==> src/vda_pkg.sv <==
// Package for the vector distance accumulator.
// Shared types and constants; no dependencies.
`timescale 1ns / 1ps
`default_nettype none
package vda_pkg;
  localparam int OUT_W = 44;
  localparam int ACC_W = 64;
  localparam int CAP_EXP = 61;
  localparam int Q_BITS = 16;

  typedef enum logic [1:0] {
    METRIC_L2  = 2'd0,
    METRIC_DOT = 2'd1,
    METRIC_COS = 2'd2,
    METRIC_RSV = 2'd3
  } metric_t;

  typedef enum logic [2:0] {
    ST_IDLE,
    ST_PROD,
    ST_ACC,
    ST_COS_PREP,
    ST_COS_STEP,
    ST_OUT
  } state_t;

  typedef struct packed {
    logic load;
    logic acc;
    logic cos_prep;
    logic cos_step;
    logic finish;
    logic clear;
  } cmd_t;

  typedef struct packed {
    logic last;
    logic cos_need;
    logic cos_done;
  } stat_t;
endpackage
`default_nettype wire

==> src/vda_ctrl.sv <==
// Controller for the vector distance accumulator.
// Sequences product, accumulate, cosine search and output; uses vda_pkg.
`timescale 1ns / 1ps
`default_nettype none
module vda_ctrl import vda_pkg::*; (
  input  wire   clk,
  input  wire   rst_n,
  input  wire   in_valid,
  output logic  in_ready,
  output logic  out_valid,
  input  wire   out_ready,
  input  stat_t st,
  output cmd_t  cmd
);
  state_t state_r, state_nxt;

  always_ff @(posedge clk) begin
    if (!rst_n) state_r <= ST_IDLE;
    else state_r <= state_nxt;
  end

  always_comb begin
    state_nxt = state_r;
    case (state_r)
      ST_IDLE: if (in_valid) state_nxt = ST_PROD;
      ST_PROD: state_nxt = ST_ACC;
      ST_ACC: begin
        if (!st.last) state_nxt = ST_IDLE;
        else state_nxt = ST_COS_PREP;
      end
      ST_COS_PREP: begin
        if (st.cos_need) state_nxt = ST_COS_STEP;
        else state_nxt = ST_OUT;
      end
      ST_COS_STEP: if (st.cos_done) state_nxt = ST_OUT;
      ST_OUT: if (out_ready) state_nxt = ST_IDLE;
      default: state_nxt = ST_IDLE;
    endcase
  end

  always_comb begin
    in_ready = 1'b0;
    out_valid = 1'b0;
    cmd = '0;
    case (state_r)
      ST_IDLE: begin
        in_ready = 1'b1;
        cmd.load = in_valid;
      end
      ST_PROD: cmd.acc = 1'b0;
      ST_ACC: cmd.acc = 1'b1;
      ST_COS_PREP: begin
        cmd.cos_prep = 1'b1;
        cmd.finish = ~st.cos_need;
      end
      ST_COS_STEP: begin
        cmd.cos_step = 1'b1;
        cmd.finish = st.cos_done;
      end
      ST_OUT: begin
        out_valid = 1'b1;
        cmd.clear = out_ready;
      end
      default: cmd = '0;
    endcase
  end
endmodule
`default_nettype wire

==> config.mk <==
export PLATFORM = sky130hd
export DESIGN_NAME = vda_ctrl
export DESIGN_NICKNAME = d
export VERILOG_FILES = /design/src/vda_pkg.sv /design/src/vda_ctrl.sv
export SDC_FILE = /design/constraint.sdc
export NUM_CORES = 1
export LEC_CHECK = 0
export BUFFER_PORTS_ARGS = -buffer_cell sky130_fd_sc_hd__buf_2
export CORE_AREA = 8 8 45 47
export DETAILED_ROUTE_END_ITERATION = 8
export DIE_AREA = 0 0 53 55
export PLACE_DENSITY_LB_ADDON = 0.05
export SLEW_MARGIN = 20
export SYNTH_ARGS = -nofsm -noshare
export SYNTH_HDL_FRONTEND = slang
export SYNTH_SLANG_ARGS = --single-unit
==> constraint.sdc <==
create_clock -name clk -period 1.4 [get_ports clk]
set_clock_uncertainty 0.2 [all_clocks]
set_input_delay 0.07 -clock clk [delete_from_list [all_inputs] [get_ports clk]]
set_output_delay 0.07 -clock clk [all_outputs]
set_load 0.1 [all_outputs]
Word-level counts from Yosys, hierarchy flattened
Index checks and enable logic that the tools add are counted.

Word-level logic and storage cells: 26. Output and inout port bits: 8. Bits in registers: 3.

Reductions and logical operators: 2. Equality and inequality tests: 8. Bitwise gates (word level): 1. Mux-type cells: 14.

Operator list (number): $pmux W3 S6 (1); $mux W3 (3); $mux W1 (8); $eq A3 B2 Y1 const B (2); $eq A3 B3 Y1 const B (2); $ne A2 B2 Y1 const B (3); $eq A3 B1 Y1 const B (1); $logic_not A3 Y1 (1); $reduce_and A3 Y1 (1); $mux W2 (1); $pmux W1 S2 (1); $not A1 Y1 (1).

Depth between registers and ports, before layout
Depth in word-level cells: 3. Depth in mapped cells: 4.

Worst setup path before layout
Ideal clock, no wire load.

Kind: register -> output. Start point: reg state_r[1]. End point: out cmd[1] (netlist bit). Arrival: 2689 ps. Buffers on the path: 0. Stages on the path, launching flop included: 4. Path slack: -1559 ps. Path through: dfxtp_1 > nand2b_1 > nor2_1 > o2bb2ai_1.

RTL lines: start: declaration (line vda_ctrl.sv:15) `state_t state_r, state_nxt;`; start signal: assignment (line vda_ctrl.sv:19) `else state_r <= state_nxt;`; end: declaration (line vda_ctrl.sv:13) `output cmd_t cmd`.

==> metrics.md <==
| Metric | Value |
|---|---|
| Synthesized area per cell | `approximately 8.1 um^2` |
| Ys async rst share | `0%` |
| Initial drt markers | `4` |
| Nets | `73` |
| Vias after detailed routing | `around 370` |
| Net Sw Frac | `37.77%` |
| HPWL after DPL | `~750 um` |
| Sw power | `between 0.15 and 0.2 mW` |
| Dpl cells | `between 60 and 70` |
| Top cell type's share of synthesized area | `around 24%` |
| Crit. Startpoint | `state_r[1]` |
| Worst setup EP type | `primary output` |
| Post-synth top flop | `dfxtp_1` |
| Horiz. Die Dim | `about 53 um` |
| Mapped cell area | `250.2 um^2` |
| WL final | `~1000 um` |
| Initial antenna violation count | `0` |
| Final worst slack | `-0.09191 ns` |
| Root buffer cell | `clkbuf_4` |
| Final Non-Filler Cells | `between 80 and 90` |
| Final period utilization | `106.6%` |
| Maxcap violations | `0` |
| R2r setup slk | `0.05 ns` |
| Largest net degree at the start of global routing | `7` |
| Clk_lat worst skew | `approximately 0.23 ns` |
| TritonCTS clock tree | `built` |
| Crit Path Category | `reg2out` |
| Max transition margin | `just under 90%` |
| Cell taking the most area after synthesis | `dfxtp_1` |
| Status | `finished with violations` |
| Routed vias/inst | `roughly 4.5` |
| GRT overflow | `0` |
| Die area | `2915 um^2` |
| Worst Setup Start Kind | `flip-flop` |
| # diodes | `0` |
| Drt pass-1 iters | `4` |
| Synth Warn # | `0` |
| Peak fanout along the critical path | `5` |
| Top cells by area, synth | `dfxtp_1 24%, nand2_1 7.5%, and2b_2 7.0%` |
| Layout cells sized above 1 | `between 70 and 80%` |
| Worst-Margin Slew | `between 0.15 and 0.2 ns` |
| Distinct cells, synth | `19` |
| Maximum buffer depth of the clock tree | `2` |
| Pwr Density | `just over 700 nW/um^2` |
| Most numerous cell in the Yosys netlist | `nand2_1` |
| WL/cell | `roughly 13 um` |
| # rows | `14` |
| Clock tree sinks | `3` |
| Peak supply drop | `between 500 and 600 uV` |
| Combinational share of power | `about half` |
| Chip height | `roughly 55 um` |
| Final Util | `approximately half` |
| Biggest registers after layout | `state_r (3)` |
| Flops & latches, synth | `3` |
| Routability congestion estimate from global placement | `about 0.76` |
| Cells after Synth | `31` |
| Largest register FFs | `3` |
| Post-route ant nets | `0` |
| WP data arrival | `roughly 1.2 ns` |
| GRT Overall Usage | `8.020%` |
| Sequential area share after synthesis | `a little under a quarter` |
| Power Internal | `between 0.3 and 0.4 mW` |
| Syn_nets | `38` |
| First-pass GRT wire length | `about 1700 um` |
| Post-synth top cells | `5 x nand2_1, 3 x dfxtp_1, 3 x nor2_1` |
| Pre-CTS worst setup slack | `just over 0.007 ns` |
| Min Tclk post-route | `about 1.5 ns` |
| Leak pwr | `~0.32 nW` |
| Syn-to-layout area delta | `182.0%` |
| CTS clk-pin slew, worst paths | `around 0.04 ns` |
| # port buffers | `14` |
| Initial core utilization | `a little under a fifth` |
| Remaining DRCs | `0` |
| Failing checks | `setup timing` |
| EDFF count, synth | `0` |
| Worst endpoint required time | `between 1 and 1.5 ns` |
| Worst hold path type | `in2reg` |
| Clk network pwr share | `29.3%` |
| Seq pwr share | `between 20 and 25%` |
| Hold_sp | `st[1]` |
| Vias in the first global route | `about 370` |
| RR Startpoint | `state_r[1]` |
| Top Ports | `15` |
| Num CTS Buffers | `3` |
| Hold_ws | `0.03329 ns` |
| Fin. max-slew vios | `0` |
| Final setup viols | `7` |
| Fmax | `~670 MHz` |
| H-tree depth | `1` |
| Core Box Area | `approximately 1400 um^2` |
| Unrepaired setup endpoints after global routing | `yes` |
| Largest Register | `state_r` |
| Endpoints failing hold | `0` |
## metrics by stage
step | total power [mW] | TNS (ns) | cell area [um^2]
after floorplan | 0.2328 | -1.730 | 285.3
after global placement | 0.3140 | 0 | 529.3
after detailed placement | 0.3159 | 0 | 529.3
after CTS | 0.4976 | -0.4850 | 658.1
after global routing | 0.5369 | -0.8945 | 705.7
final | 0.5050 | -0.4685 | 705.7
## metal layers
metal / vias to the layer above / global-route usage (%) / wire length (um)
met5: - / 0 / 0
met4: 0 / 6.034 / 22
met2: 9 / 13.67 / 586
met1: 178 / 7.867 / 362
met3: 2 / 2.941 / 73
li1: 179 / - / -
## power by group through the flow
stage | sequential, mW | clock (mW) | combinational (mW)
2_1_floorplan | 0.0986 | 0 | 0.134
3_3_place_gp | 0.104 | 0 | 0.210
6_report | 0.101 | 0.148 | 0.256
4_1_cts | 0.101 | 0.156 | 0.240
5_1_grt | 0.102 | 0.167 | 0.268
3_5_place_dp | 0.104 | 0 | 0.212
## area by class of cell
| type | count | area [um^2] |
|---|---|---|
| fillers | 131 | 678.2 |
| inverters | 1 | 7.507 |
| multi-input cells | 26 | 235.2 |
| flip-flops and latches | 3 | 66.31 |
| clock buffers | 4 | 26.28 |
| repair buffers | 31 | 350.3 |
| well taps | 16 | 20.02 |
## worst max-delay path: stages, from the launching register on
cell     delay [ns]
dfxtp_2        0.34
buf_6          0.12
nor3_4         0.19
and2_4         0.18
buf_12         0.16
## logic make-up after synthesis
| logic type | synth area share, % |
|---|---|
| AO/OA/AOI/OAI | 21.50 |
| flip-flops | 24.00 |
| buffers and inverters | 5.998 |
| AND/OR/NAND/NOR | 48.51 |
## path summary, 6_finish.rpt
path,depth (start not counted),to
worst max register to register,5,state_r[1]
worst max-delay path,4,cmd[5]
worst min register to register,3,state_r[1]
worst min-delay path,4,state_r[0]
## cells in the final DEF (no fill, tap or decap)
cell	count
buf_12	8
buf_4	7
buf_2	6
buf_6	6
nand2_1	4
dlygate4sd3_1	4
and2b_2	3
clkbuf_4	3
nor2_4	2
and2_4	2
o2111ai_1	2
nand3_1	2
dfxtp_2	2
nand2_4	1
clkinvlp_4	1
nor3_4	1
nand2b_4	1
o2bb2ai_4	1
and2b_1	1
nor2_2	1
nor2_1	1
and4bb_1	1
o21ai_1	1
a221oi_2	1
a21boi_0	1
clkbuf_1	1
dfxtp_4	1
## what timing repair did
item	CTS	global route
pin swaps	5	4
hold buffers	4	0
hold endpoints to repair	3	0
cloned	0	0
endpoints found under the setup margin	8	7
gates resized for setup	11	5
buffers inserted	3	4
No activity file was read; power rests on OpenSTA's default activity.
